File: config.mk
export PLATFORM = sky130hd
export DESIGN_NAME = byte_ring_fifo_batch_unit
export DESIGN_NICKNAME = d
export VERILOG_FILES = /design/src/hw/rtl/brfb_pkg.sv /design/src/hw/rtl/byte_ring_fifo_batch_unit.sv /design/src/hw/rtl/brfb_ram.sv
export SDC_FILE = /design/constraint.sdc
export NUM_CORES = 1
export LEC_CHECK = 0
export BUFFER_PORTS_ARGS = -buffer_cell sky130_fd_sc_hd__buf_2
export CAP_MARGIN = 15
export CORE_MARGIN = 5
export CORE_UTILIZATION = 52
export CTS_CLUSTER_SIZE = 12
export DETAILED_ROUTE_END_ITERATION = 8
export PLACE_DENSITY = 0.68
export SYNTH_ARGS = -nofsm -noshare
export SYNTH_HDL_FRONTEND = slang
export SYNTH_HIERARCHICAL = 1
export SYNTH_SLANG_ARGS = --single-unit
File: constraint.sdc
create_clock -name clock -period 8 [get_ports clock]
set_clock_uncertainty 0.15 [all_clocks]
set_input_delay 2 -clock clock [delete_from_list [all_inputs] [get_ports clock]]
set_output_delay 2 -clock clock [all_outputs]
set_load 0.03 [all_outputs]
File: src/hw/rtl/brfb_pkg.sv
// Package with the item types, action codes and state codes of the byte ring FIFO.
`timescale 1ns / 1ps

package brfb_pkg;

   // Field widths that the interface fixes.
   localparam int COUNT_W   = 7;
   localparam int DATA_W    = 8;
   localparam int LEVEL_W   = 6;
   localparam int CAP_REG_W = 7;

   // Action codes carried by an input item.
   typedef enum logic [1:0] {
      ACT_WRITE  = 2'd0,
      ACT_READ   = 2'd1,
      ACT_CLEAR  = 2'd2,
      ACT_STATUS = 2'd3
   } action_type;

   // Sequencer states.
   typedef enum logic {
      ST_IDLE = 1'b0,
      ST_READ = 1'b1
   } state_type;

   // One input item.
   typedef struct packed {
      action_type                 action;
      logic                       batch_start;
      logic [COUNT_W-1:0]         transfer_count;
      logic [DATA_W-1:0]          data_in;
   } req_type;

   // One result item.
   typedef struct packed {
      logic                       ok;
      logic                       data_valid;
      logic [DATA_W-1:0]          data_out;
      logic                       last;
      logic [LEVEL_W-1:0]         fill_level;
      logic [LEVEL_W-1:0]         free_space;
   } rsp_type;

endpackage

File: src/hw/rtl/byte_ring_fifo_batch_unit.sv
// Top level of the byte ring FIFO with all-or-nothing write batches.
`timescale 1ns / 1ps

// Usage:
// An item on the req_ channel is a byte write, a read batch, a pointer clear
// or a status query. Results leave on the rsp_ channel through one output
// register, so a new item can be taken in the cycle the previous result leaves.
// For writes, clears, status queries and failed or empty reads, the result
// is registered at the accepting edge and one such item can be accepted
// every cycle while the receiver keeps up.
// A successful read of n bytes first enters the read state, then reads the
// byte store one entry per cycle while the receiver keeps up; each byte
// passes through the RAM read register and then the output register. The
// single read port of the byte store sets that rate.
// When the receiver stalls, the output register holds its result and the
// read sequencer pauses with the next byte parked in the RAM read register.
// The csr_ port writes the slot count; a write also clears both pointers and
// any open batch. Reset sets the full slot count and empty pointers; the
// byte store is not cleared, since no entry is read before it is written.

module byte_ring_fifo_batch_unit #(
   parameter int DEPTH = 64
) (
   input  logic                             clock,
   input  logic                             reset,
   input  logic                             req_valid,
   output logic                             req_ready,
   input  brfb_pkg::req_type                req_payload,
   output logic                             rsp_valid,
   input  logic                             rsp_ready,
   output brfb_pkg::rsp_type                rsp_payload,
   input  logic                             csr_write_en,
   input  logic [brfb_pkg::CAP_REG_W-1:0]   csr_write_data
);

   localparam int PTR_W = $clog2(DEPTH);
   localparam int CAP_W = $clog2(DEPTH + 1);

   // Registers.
   brfb_pkg::state_type          state_ff, state_in;
   logic [PTR_W-1:0]             wr_ptr_ff, wr_ptr_in;
   logic [PTR_W-1:0]             rd_ptr_ff, rd_ptr_in;
   logic [CAP_W-1:0]             cap_ff, cap_in;
   logic                         batch_acc_ff, batch_acc_in;
   logic [brfb_pkg::COUNT_W-1:0] batch_rem_ff, batch_rem_in;
   logic [brfb_pkg::COUNT_W-1:0] rd_left_ff, rd_left_in;
   logic [CAP_W-1:0]             after_fill_ff, after_fill_in;
   logic                         pend_ff, pend_in;
   logic                         pend_last_ff, pend_last_in;
   logic                         rsp_valid_ff, rsp_valid_in;
   brfb_pkg::rsp_type            rsp_ff, rsp_in;

   // RAM port signals.
   logic                         ram_wr_en;
   logic                         ram_rd_en;
   logic [brfb_pkg::DATA_W-1:0]  ram_rd_data;

   // Derived levels.
   logic [CAP_W-1:0]             fill_now;
   logic [CAP_W-1:0]             free_now;
   logic                         out_free;
   logic                         req_fire;

   // Pointer advance with wrap at the slot count.
   function automatic logic [PTR_W-1:0] bump(input logic [PTR_W-1:0] p,
                                             input logic [CAP_W-1:0] c);
      logic [CAP_W-1:0] n;
      n = CAP_W'(p) + CAP_W'(1);
      return (n >= c) ? '0 : n[PTR_W-1:0];
   endfunction

   // Clamp a written slot count to the range 2 to DEPTH.
   function automatic logic [CAP_W-1:0] clamp_cap(
         input logic [brfb_pkg::CAP_REG_W-1:0] d);
      logic [brfb_pkg::CAP_REG_W-1:0] c;
      c = d;
      if (d < brfb_pkg::CAP_REG_W'(2)) begin
         c = brfb_pkg::CAP_REG_W'(2);
      end else if (d > brfb_pkg::CAP_REG_W'(DEPTH)) begin
         c = brfb_pkg::CAP_REG_W'(DEPTH);
      end
      return CAP_W'(c);
   endfunction

   // Fill level and free space from the two pointers.
   always_comb begin
      if (wr_ptr_ff >= rd_ptr_ff) begin
         fill_now = CAP_W'(wr_ptr_ff) - CAP_W'(rd_ptr_ff);
      end else begin
         fill_now = cap_ff + CAP_W'(wr_ptr_ff) - CAP_W'(rd_ptr_ff);
      end
      free_now = cap_ff - CAP_W'(1) - fill_now;
   end

   assign out_free  = !rsp_valid_ff || rsp_ready;
   assign req_ready = (state_ff == brfb_pkg::ST_IDLE) && out_free;
   assign req_fire  = req_valid && req_ready;

   // Next state, pointers, RAM control and result.
   always_comb begin
      logic                         store;
      logic                         ok;
      logic [CAP_W-1:0]             rsp_fill;
      logic [brfb_pkg::COUNT_W-1:0] rem_base;
      logic                         rsp_load;
      logic                         issue;

      state_in      = state_ff;
      wr_ptr_in     = wr_ptr_ff;
      rd_ptr_in     = rd_ptr_ff;
      cap_in        = cap_ff;
      batch_acc_in  = batch_acc_ff;
      batch_rem_in  = batch_rem_ff;
      rd_left_in    = rd_left_ff;
      after_fill_in = after_fill_ff;
      pend_in       = pend_ff;
      pend_last_in  = pend_last_ff;
      rsp_in        = rsp_ff;
      ram_wr_en     = 1'b0;
      ram_rd_en     = 1'b0;
      store         = 1'b0;
      ok            = 1'b1;
      rsp_fill      = fill_now;
      rem_base      = batch_rem_ff;
      rsp_load      = 1'b0;
      issue         = 1'b0;

      unique case (state_ff)
         brfb_pkg::ST_IDLE: begin
            if (req_fire) begin
               rsp_load = 1'b1;
               unique case (req_payload.action)
                  brfb_pkg::ACT_WRITE: begin
                     // A first byte opens or rejects a batch.
                     if (req_payload.batch_start) begin
                        rem_base = req_payload.transfer_count;
                        if (brfb_pkg::COUNT_W'(free_now) >= req_payload.transfer_count)
                        begin
                           batch_acc_in = 1'b1;
                           batch_rem_in = req_payload.transfer_count;
                           store        = (req_payload.transfer_count != '0);
                        end else begin
                           batch_acc_in = 1'b0;
                           batch_rem_in = '0;
                           ok           = 1'b0;
                        end
                     end else begin
                        store = batch_acc_ff && (batch_rem_ff != '0);
                        ok    = store;
                     end
                     if (store && (free_now != '0)) begin
                        ram_wr_en    = 1'b1;
                        wr_ptr_in    = bump(wr_ptr_ff, cap_ff);
                        batch_rem_in = rem_base - brfb_pkg::COUNT_W'(1);
                        rsp_fill     = fill_now + CAP_W'(1);
                     end
                  end
                  brfb_pkg::ACT_READ: begin
                     // A read that can be served hands over to the sequencer.
                     if ((req_payload.transfer_count != '0) &&
                         (brfb_pkg::COUNT_W'(fill_now) >= req_payload.transfer_count))
                     begin
                        rsp_load      = 1'b0;
                        state_in      = brfb_pkg::ST_READ;
                        rd_left_in    = req_payload.transfer_count;
                        after_fill_in = fill_now - CAP_W'(req_payload.transfer_count);
                     end else begin
                        ok = (req_payload.transfer_count == '0);
                     end
                  end
                  brfb_pkg::ACT_CLEAR: begin
                     wr_ptr_in = '0;
                     rd_ptr_in = '0;
                     rsp_fill  = '0;
                  end
                  brfb_pkg::ACT_STATUS: begin
                     rsp_fill = fill_now;
                  end
                  default: begin
                     rsp_fill = fill_now;
                  end
               endcase
               rsp_in.ok         = ok;
               rsp_in.data_valid = 1'b0;
               rsp_in.data_out   = '0;
               rsp_in.last       = 1'b1;
               rsp_in.fill_level = brfb_pkg::LEVEL_W'(rsp_fill);
               rsp_in.free_space = brfb_pkg::LEVEL_W'(cap_ff - CAP_W'(1) - rsp_fill);
            end
         end
         brfb_pkg::ST_READ: begin
            // Issue the next RAM read when the parked byte moves on.
            issue = (rd_left_ff != '0) && (!pend_ff || out_free);
            if (issue) begin
               ram_rd_en    = 1'b1;
               rd_ptr_in    = bump(rd_ptr_ff, cap_ff);
               rd_left_in   = rd_left_ff - brfb_pkg::COUNT_W'(1);
               pend_last_in = (rd_left_ff == brfb_pkg::COUNT_W'(1));
            end
            pend_in = issue || (pend_ff && !out_free);
            // Move the byte from the RAM read register to the output.
            if (pend_ff && out_free) begin
               rsp_load          = 1'b1;
               rsp_in.ok         = 1'b1;
               rsp_in.data_valid = 1'b1;
               rsp_in.data_out   = ram_rd_data;
               rsp_in.last       = pend_last_ff;
               rsp_in.fill_level = brfb_pkg::LEVEL_W'(after_fill_ff);
               rsp_in.free_space = brfb_pkg::LEVEL_W'(cap_ff - CAP_W'(1) - after_fill_ff);
               if (pend_last_ff) begin
                  state_in = brfb_pkg::ST_IDLE;
               end
            end
         end
         default: begin
            state_in = brfb_pkg::ST_IDLE;
         end
      endcase

      rsp_valid_in = rsp_load ? 1'b1 : (rsp_ready ? 1'b0 : rsp_valid_ff);

      // A slot count write restarts the FIFO.
      if (csr_write_en) begin
         cap_in       = clamp_cap(csr_write_data);
         wr_ptr_in    = '0;
         rd_ptr_in    = '0;
         batch_acc_in = 1'b0;
         batch_rem_in = '0;
      end
   end

   // Control registers.
   always_ff @(posedge clock) begin
      if (reset) begin
         state_ff     <= brfb_pkg::ST_IDLE;
         wr_ptr_ff    <= '0;
         rd_ptr_ff    <= '0;
         cap_ff       <= CAP_W'(DEPTH);
         batch_acc_ff <= 1'b0;
         batch_rem_ff <= '0;
         rd_left_ff   <= '0;
         pend_ff      <= 1'b0;
         pend_last_ff <= 1'b0;
         rsp_valid_ff <= 1'b0;
      end else begin
         state_ff     <= state_in;
         wr_ptr_ff    <= wr_ptr_in;
         rd_ptr_ff    <= rd_ptr_in;
         cap_ff       <= cap_in;
         batch_acc_ff <= batch_acc_in;
         batch_rem_ff <= batch_rem_in;
         rd_left_ff   <= rd_left_in;
         pend_ff      <= pend_in;
         pend_last_ff <= pend_last_in;
         rsp_valid_ff <= rsp_valid_in;
      end
   end

   // Payload registers.
   always_ff @(posedge clock) begin
      after_fill_ff <= after_fill_in;
      rsp_ff        <= rsp_in;
   end

   // Byte store.
   brfb_ram #(
      .WIDTH (brfb_pkg::DATA_W),
      .DEPTH (DEPTH)
   ) u_store (
      .clock   (clock),
      .wr_en   (ram_wr_en),
      .wr_addr (wr_ptr_ff),
      .wr_data (req_payload.data_in),
      .rd_en   (ram_rd_en),
      .rd_addr (rd_ptr_ff),
      .rd_data (ram_rd_data)
   );

   assign rsp_valid   = rsp_valid_ff;
   assign rsp_payload = rsp_ff;

   // Both pointers stay below the slot count.
   a_ptr_range: assert property (@(posedge clock) disable iff (reset)
      (CAP_W'(wr_ptr_ff) < cap_ff) && (CAP_W'(rd_ptr_ff) < cap_ff))
      else $error("FIFO pointer beyond slot count");

   // One slot always stays empty.
   a_fill_range: assert property (@(posedge clock) disable iff (reset)
      fill_now < cap_ff)
      else $error("FIFO fill level reached slot count");

   // The sequencer leaves no read in flight when it returns to idle.
   a_idle_clean: assert property (@(posedge clock) disable iff (reset)
      (state_ff == brfb_pkg::ST_IDLE) |-> (!pend_ff && (rd_left_ff == '0)))
      else $error("Read still in flight while idle");

   // No byte is written while a read batch drains.
   a_no_write_in_read: assert property (@(posedge clock) disable iff (reset)
      (state_ff == brfb_pkg::ST_READ) |=> $stable(wr_ptr_ff) || $past(csr_write_en))
      else $error("Write pointer moved during a read batch");

endmodule

File: src/hw/rtl/brfb_ram.sv
// Generic single-clock RAM with one write port and one registered read port.
`timescale 1ns / 1ps

module brfb_ram #(
   parameter int WIDTH = 8,
   parameter int DEPTH = 64
) (
   input  logic                     clock,
   input  logic                     wr_en,
   input  logic [$clog2(DEPTH)-1:0] wr_addr,
   input  logic [WIDTH-1:0]         wr_data,
   input  logic                     rd_en,
   input  logic [$clog2(DEPTH)-1:0] rd_addr,
   output logic [WIDTH-1:0]         rd_data
);

   logic [WIDTH-1:0] mem_ff [DEPTH];
   logic [WIDTH-1:0] rd_data_ff;

   // Write port.
   always_ff @(posedge clock) begin
      if (wr_en) begin
         mem_ff[wr_addr] <= wr_data;
      end
   end

   // Read port; the data register holds until the next read.
   always_ff @(posedge clock) begin
      if (rd_en) begin
         rd_data_ff <= mem_ff[rd_addr];
      end
   end

   assign rd_data = rd_data_ff;

endmodule
# Word level (Yosys, flattened, before mapping)
# Memories as Yosys holds them, arrays and structs flattened. A register that Yosys moved wholly into a read port is not among the register bits.
# Cells that the tools add are included.
# W data, S select, Z words.
[classes]
add_sub_neg = 13
magnitude_cmp = 7
eq_ne = 10
mux = 60
n_bitwise = 1
n_reduce_logical = 32
[op_table]
columns = ["op", "count"]
rows = [
  ["$mux W7", 14],
  ["$mux W6", 9],
  ["$mux W23", 2],
  ["$pmux W23 S2", 1],
  ["$pmux W6 S2", 3],
  ["$ge A7 B7 Y1", 4],
  ["$reduce_bool A7 Y1", 4],
  ["$mux W1", 27],
  ["$sub A7 B1 Y7 const B", 3],
  ["$reduce_and A4 Y1", 5],
  ["$sub A6 B6 Y6", 3],
  ["$add A6 B1 Y7 const B", 2],
  ["$pmux W7 S2", 1],
  ["$ne A2 B1 Y1 const B", 5],
  ["$logic_and A1 B1 Y1", 8],
  ["$add A7 B6 Y7", 1],
  ["$eq A7 B1 Y1 const B", 1],
  ["$gt A7 B7 Y1 const B", 1],
  ["$logic_not A7 Y1", 1],
  ["$lt A7 B2 Y1 const B", 1],
  ["$sub A6 B6 Y7", 1],
  ["$sub A7 B6 Y7", 1],
  ["$sub A7 B7 Y7", 1],
  ["$add A6 B1 Y6 const B", 1],
  ["13 further kinds", 23],
]
[totals]
regBits = 67
ramBits = 512
inputBits = 30
out_inout_bits = 25
wordCells = 141
mem_count = 1
[mem_list]
columns = ["memory", "depth", "width", "read_ports", "rd_ports_with_merged_regs", "wr", "line", "rtl"]
rows = [
  ["u_store.mem_ff", 64, 8, 1, 1, 1, "brfb_ram.sv:17", "logic [WIDTH-1:0] mem_ff [DEPTH];"],
]

# Logic depth before layout (Yosys ltp)
[logic_depth]
depth_word = 18
mapped_depth = 34
ltp_nobuf = 33

# Hierarchy
# Netlist, hierarchy kept.
[by_module_without_submodules]
columns = ["mod", "n_inst", "cells_each", "area_each_um2", "seq_area_each_um2"]
rows = [
  ["brfb_ram", 1, 940, 20246.9, 15615.0],
  ["byte_ring_fifo_batch_unit", 1, 639, 5529.1, 1631.6],
]

# Worst setup path before layout
# No wires, ideal clock.
[synth_path]
path_kind = "flip-flop to flip-flop"
from = "reg rd_ptr_ff[4]"
to = "reg rsp_ff (netlist bit rsp_payload[5]), data pin"
setup_time_ns = 0.258
arrival_time_ns = 6.765
required_ns = 7.592
setup_slack_ns = 0.828
stages_incl_launch_ff = 32
path_buffers = 1
period_less_slack_ns = 7.172
path_cell_list = "dfxtp_1 inv_1 ha_1 and3_1 a31oi_1 a41o_1 buf_1 nand2_1 o21ai_1 ha_1 inv_1 fa_1 a211oi_1 o21bai_1 a21oi_1 xnor2_2 xor2_1 ha_1 nand3_1 o21ai_1 nand3_1 a211oi_4 mux2i_1 nor2_1 o31ai_1 ha_1 a21o_1 a21oi_1 o21bai_1 a21oi_1 xnor2_1 xnor2_1"
[synth_lines]
columns = ["element", "line", "rtl"]
rows = [
  ["from (decl)", "byte_ring_fifo_batch_unit.sv:42", "logic [PTR_W-1:0] rd_ptr_ff, rd_ptr_in;"],
  ["from (signal assigned)", "byte_ring_fifo_batch_unit.sv:248", "rd_ptr_ff <= rd_ptr_in;"],
  ["to (signal assigned)", "byte_ring_fifo_batch_unit.sv:262", "rsp_ff <= rsp_in;"],
  ["to (decl)", "byte_ring_fifo_batch_unit.sv:51", "brfb_pkg::rsp_type rsp_ff, rsp_in;"],
]

# Final worst setup path
[layout_path]
from = "reg wr_ptr_ff[3]"
to = "mem u_store.mem_ff[26][2] (enable)"
[layout_between]
elab_chain_len = 17
elab_cells_between_ends = 20
cone_classes = "add/sub (4); order compare (2); mux (12); reduce/logical (2)"
[layout_lines]
columns = ["element", "line", "rtl"]
rows = [
  ["from (decl)", "byte_ring_fifo_batch_unit.sv:41", "logic [PTR_W-1:0] wr_ptr_ff, wr_ptr_in;"],
  ["from (signal assigned)", "byte_ring_fifo_batch_unit.sv:247", "wr_ptr_ff <= wr_ptr_in;"],
  ["$add A7 B6 Y7", "byte_ring_fifo_batch_unit.sv:90", "fill_now = cap_ff + CAP_W'(wr_ptr_ff) - CAP_W'(rd_ptr_ff);"],
  ["$sub A7 B6 Y7", "byte_ring_fifo_batch_unit.sv:90", ""],
  ["$mux W7 (*)", "byte_ring_fifo_batch_unit.sv:87", "if (wr_ptr_ff >= rd_ptr_ff) begin"],
  ["$sub A7 B7 Y7 (*)", "byte_ring_fifo_batch_unit.sv:92", "free_now = cap_ff - CAP_W'(1) - fill_now;"],
  ["$ge A7 B7 Y1", "byte_ring_fifo_batch_unit.sv:137", "if (brfb_pkg::COUNT_W'(free_now) >= req_payload.transfer_count)"],
  ["$mux W1", "byte_ring_fifo_batch_unit.sv:137", ""],
  ["$mux W1", "byte_ring_fifo_batch_unit.sv:135", "if (req_payload.batch_start) begin"],
  ["$mux W1", "byte_ring_fifo_batch_unit.sv:132", "unique case (req_payload.action)"],
  ["[... 2 more ...]", "-", ""],
  ["$logic_and A1 B1 Y1 (*)", "byte_ring_fifo_batch_unit.sv:151", "if (store && (free_now != '0)) begin"],
  ["$mux W1 (*)", "byte_ring_fifo_batch_unit.sv:151", ""],
  ["$mux W1 (*)", "byte_ring_fifo_batch_unit.sv:132", ""],
  ["$mux W1 (*)", "byte_ring_fifo_batch_unit.sv:130", "if (req_fire) begin"],
  ["$mux W1 (*)", "byte_ring_fifo_batch_unit.sv:128", "unique case (state_ff)"],
  ["via ram_wr_en", "byte_ring_fifo_batch_unit.sv:54", "logic ram_wr_en;"],
  ["$mux W1 (*)", "brfb_ram.sv:22", "if (wr_en) begin"],
  ["$mux W1 (implied by the code) (*)", "brfb_ram.sv:23", "mem_ff[wr_addr] <= wr_data;"],
  ["to (decl)", "brfb_ram.sv:17", ""],
]
# The timed path passes the listed nets; every way through them passes the cells marked *. The select of a mux whose other input is x is not followed.

==> results.json <==
{
  "outcome": "completed",
  "critPathMostFrequentCell": "ha_1",
  "globalRouteOverflowTotal": 0,
  "layout-drive-gt1-share_pct": 19.78,
  "setup_tns_ps": 0,
  "report.final.slew_viol_count": 0,
  "p_per_area_mw_per_mm2": 218.1,
  "fin_crit_sh_pct": 94.29,
  "synth_edf_count": 549,
  "start_util_pct": 52.66,
  "clock-sinks": 587,
  "clock_latency_ps": 610,
  "ys_warn_count": 6,
  "drc": 0,
  "rr_worst_depth": 23,
  "final-instance-count-excl-fill": 2358,
  "grt_pass1_wl_microns": 90240,
  "synth_seq_area_share_pct": 66.91,
  "vias": 14530,
  "combPwrFrac_pct": 4.9,
  "viasPerCell": 6.162,
  "synth.net_count": 1679,
  "cp-end-kind": "flop",
  "avgRoutedWirePerCell_microns": 25.32,
  "critPathKind": "reg -> reg",
  "hold_viol_final": 0,
  "areaGrowthSynthToFinish_pct": 10.90,
  "switching_share_pct": 20.67,
  "fmax_mhz": 132.6,
  "antenna_found_initial": 0,
  "seqPwrFrac_pct": 54.1,
  "p_int_mw": 4.945,
  "cpMaxStageDelayCell": "nor2_1",
  "grt_pass1_vias": 14390,
  "regArea_sq_mm": 0.01726,
  "drv_cap": 0,
  "top_level_ports": 55,
  "peakVddDrop_mv": 0.1762,
  "path_max_fanout": 12,
  "dp_hpwl_microns": 37790,
  "grt_use_total_pct": 22.19,
  "num_rows": 81,
  "syn_area_per_cell_sq_um": 16.32,
  "max_slew_margin_pct": 32.60,
  "hp-class": "reg -> reg",
  "dp.cells": 2265,
  "fillers": 3684,
  "multi_input_comb_area_sq_mm": 0.007940,
  "p_sw_mw": 1.289,
  "hold_buffers": 0,
  "synthCells": 1579,
  "leakage_nw": 9.084,
  "nets": 1762,
  "initialDrtViolationCount": 1488,
  "clk_path_buf_depth": 3,
  "holdPathStages": 2,
  "cts_buffers": 58,
  "grt_max_degree": 65,
  "cp_slowest_stage_delay_ps": 800,
  "ys_types": 74,
  "htree_levels": 2,
  "dr.pass1.iters": 5,
  "wl_microns": 59690,
  "antenna_left": 0,
  "ys_async_sr_fraction_pct": 0,
  "setup-violations-final": 0,
  "core_sq_mm": 0.04895,
  "critical_path_required_ps": 8070,
  "clock-root-buffer": "clkbuf_16",
  "p_clk_share_pct": 41.0,
  "ys.flop_type": "edfxtp_1",
  "synth_area_sq_mm": 0.02578,
  "die_h_microns": 232.6,
  "synth_seq_cells": 587,
  "worstMarginPinSlew_ps": 1011,
  "arrival_ps": 7610,
  "die_x_microns": 232.6,
  "path_cells": "ha_1, and3_1, a31oi_1, a41o_1, nand2_1, o21ai_1, ha_1, inv_1, fa_1, a211oi_1, o21bai_1, a21oi_1, xnor2_2, xor2_1, ha_1, nand3_1, o21ai_1, nand3_1, a211oi_4, and2_1, nor2b_1, nand2_1, nor2_1",
  "start_kind": "flop",
  "cts_tree": "built",
  "finalCriticalPeriod_ps": 7543,
  "port_buffers": 54,
  "antenna_cells": 0,
  "rsz0062_at_grt": "no",
  "dieArea_sq_mm": 0.05412,
  "place_congestion": 0.8527,
  "path_clk_slew_ps": 60
}
-- power groups by stage --
stage          Clock (mW)  Sequential, mW  Combinational (mW)
2_1_floorplan           0            3.46               0.159
3_3_place_gp            0            3.44               0.294
3_5_place_dp            0            3.44               0.300
4_1_cts              2.61            3.37               0.301
5_1_grt              2.75            3.37               0.330
6_report             2.56            3.37               0.303
-- cell type report --
| type | instances | share of cell area [%] |
|---|---|---|
| Multi-Input combinational cell | 861 | 27.78 |
| Timing Repair Buffer | 95 | 2.066 |
| Tap cell | 664 | 2.906 |
| Sequential cell | 587 | 60.38 |
| Clock buffer | 79 | 5.463 |
| Inverter | 59 | 0.7748 |
| Clock inverter | 13 | 0.6303 |
-- worst max-delay path: cells and delay by family (launching register included) --
kind | cells | cell delay, ps
compound gates | 8 | 2260
xor+xnor | 2 | 290
fa+ha+maj | 4 | 1370
simple gates | 8 | 2460
flops | 1 | 580
buf+inv | 1 | 60
-- cells by family (layout without fill, tap and decap cells) --
group                    after synthesis  in the layout  synth area share (%)
AO/OA/AOI/OAI                        229            229                 6.097
adder cells (fa/ha/maj)               70             70                 3.689
multiplexers                         174            174                 12.95
AND/OR/NAND/NOR                      346            346                 6.495
buffers and inverters                131            246                 2.408
XOR/XNOR                              42             42                 1.456
flip-flops                           587            587                 66.91
-- metal layers --
metal | wire (microns) | track usage [%] | vias up
met5 | 0 | 0 | -
li1 | - | - | 6401
met2 | 28630 | 35.40 | 566
met1 | 25170 | 32.00 | 7459
met4 | 1649 | 6.793 | 0
met3 | 4235 | 3.539 | 105
-- metrics by stage --
stage	utilization, %	setup slack (ps)	total power [mW]	hold WS [ps]	instance area [sq um]
after floorplan	-	827.8	3.615	256.4	25780
after global placement	54.74	508.7	3.733	307.7	26790
after global routing	58.40	4.236	6.452	350.6	28580
after detailed placement	54.74	341.7	3.740	320.6	26790
after CTS	58.30	339.1	6.288	328.6	28540
final	58.40	457.1	6.234	328.6	28580
-- worst paths after layout --
path / from / endpoint / slack (ps)
min reg2reg: rd_left_ff[3] / rd_left_ff[3] / 330
max reg2reg: wr_ptr_ff[3] / u_store/mem_ff[26][2] / 460
max: wr_ptr_ff[3] / u_store/mem_ff[26][2] / 460
min: rd_left_ff[3] / rd_left_ff[3] / 330
-- registers in the layout (all words and copies together), names as in the netlist, 6 cells and up --
signal,flops
u_store/mem_ff,512
rsp_payload,23
u_store/rd_data,8
batch_rem_ff,7
cap_ff,7
rd_left_ff,7
after_fill_ff,6
rd_ptr_ff,6
wr_ptr_ff,6
-- cell usage in the layout, fill, tap and decap left out, drive strengths merged, types with 6 or more instances in the layout --
master  count
o21a       14
a21oi      40
o221ai      8
mux4      126
or2         7
mux2       15
mux2i      33
and2       12
buf        95
a22oi       7
inv        60
o21ai      52
nand2      59
clkinv      8
a211oi     12
clkbuf     79
dfxtp      38
o22ai      15
nor2      129
fa         10
a221oi      9
nand3      36
nor2b      30
a31oi       8
a21o        6
nand2b     17
nor3       24
ha         60
edfxtp    549
xor2       15
xnor2      27
-- repair_timing --
action | CTS | global route
endpoints found under the setup margin | 0 | 228
setup buffers | 0 | 0
resized for setup | 0 | 10
-- Yosys cell counts, types with 12 or more instances --
cell type	n	area share, %
a21oi_1	40	0.78
and2_1	12	0.29
buf_4	14	0.41
clkbuf_1	34	0.50
dfxtp_1	38	3.0
edfxtp_1	549	64
ha_1	60	2.9
inv_1	58	0.84
mux2_2	15	0.66
mux2i_1	33	1.3
mux4_2	126	11
nand2_1	59	0.86
nand2b_1	17	0.41
nand3_1	36	0.70
nor2_1	129	1.9
nor2b_1	30	0.73
nor3_1	23	0.45
o21a_1	14	0.41
o21ai_0	45	0.87
o22ai_1	15	0.36
xnor2_1	26	0.88
xor2_1	15	0.51
Power figures use the tool's default switching activity.
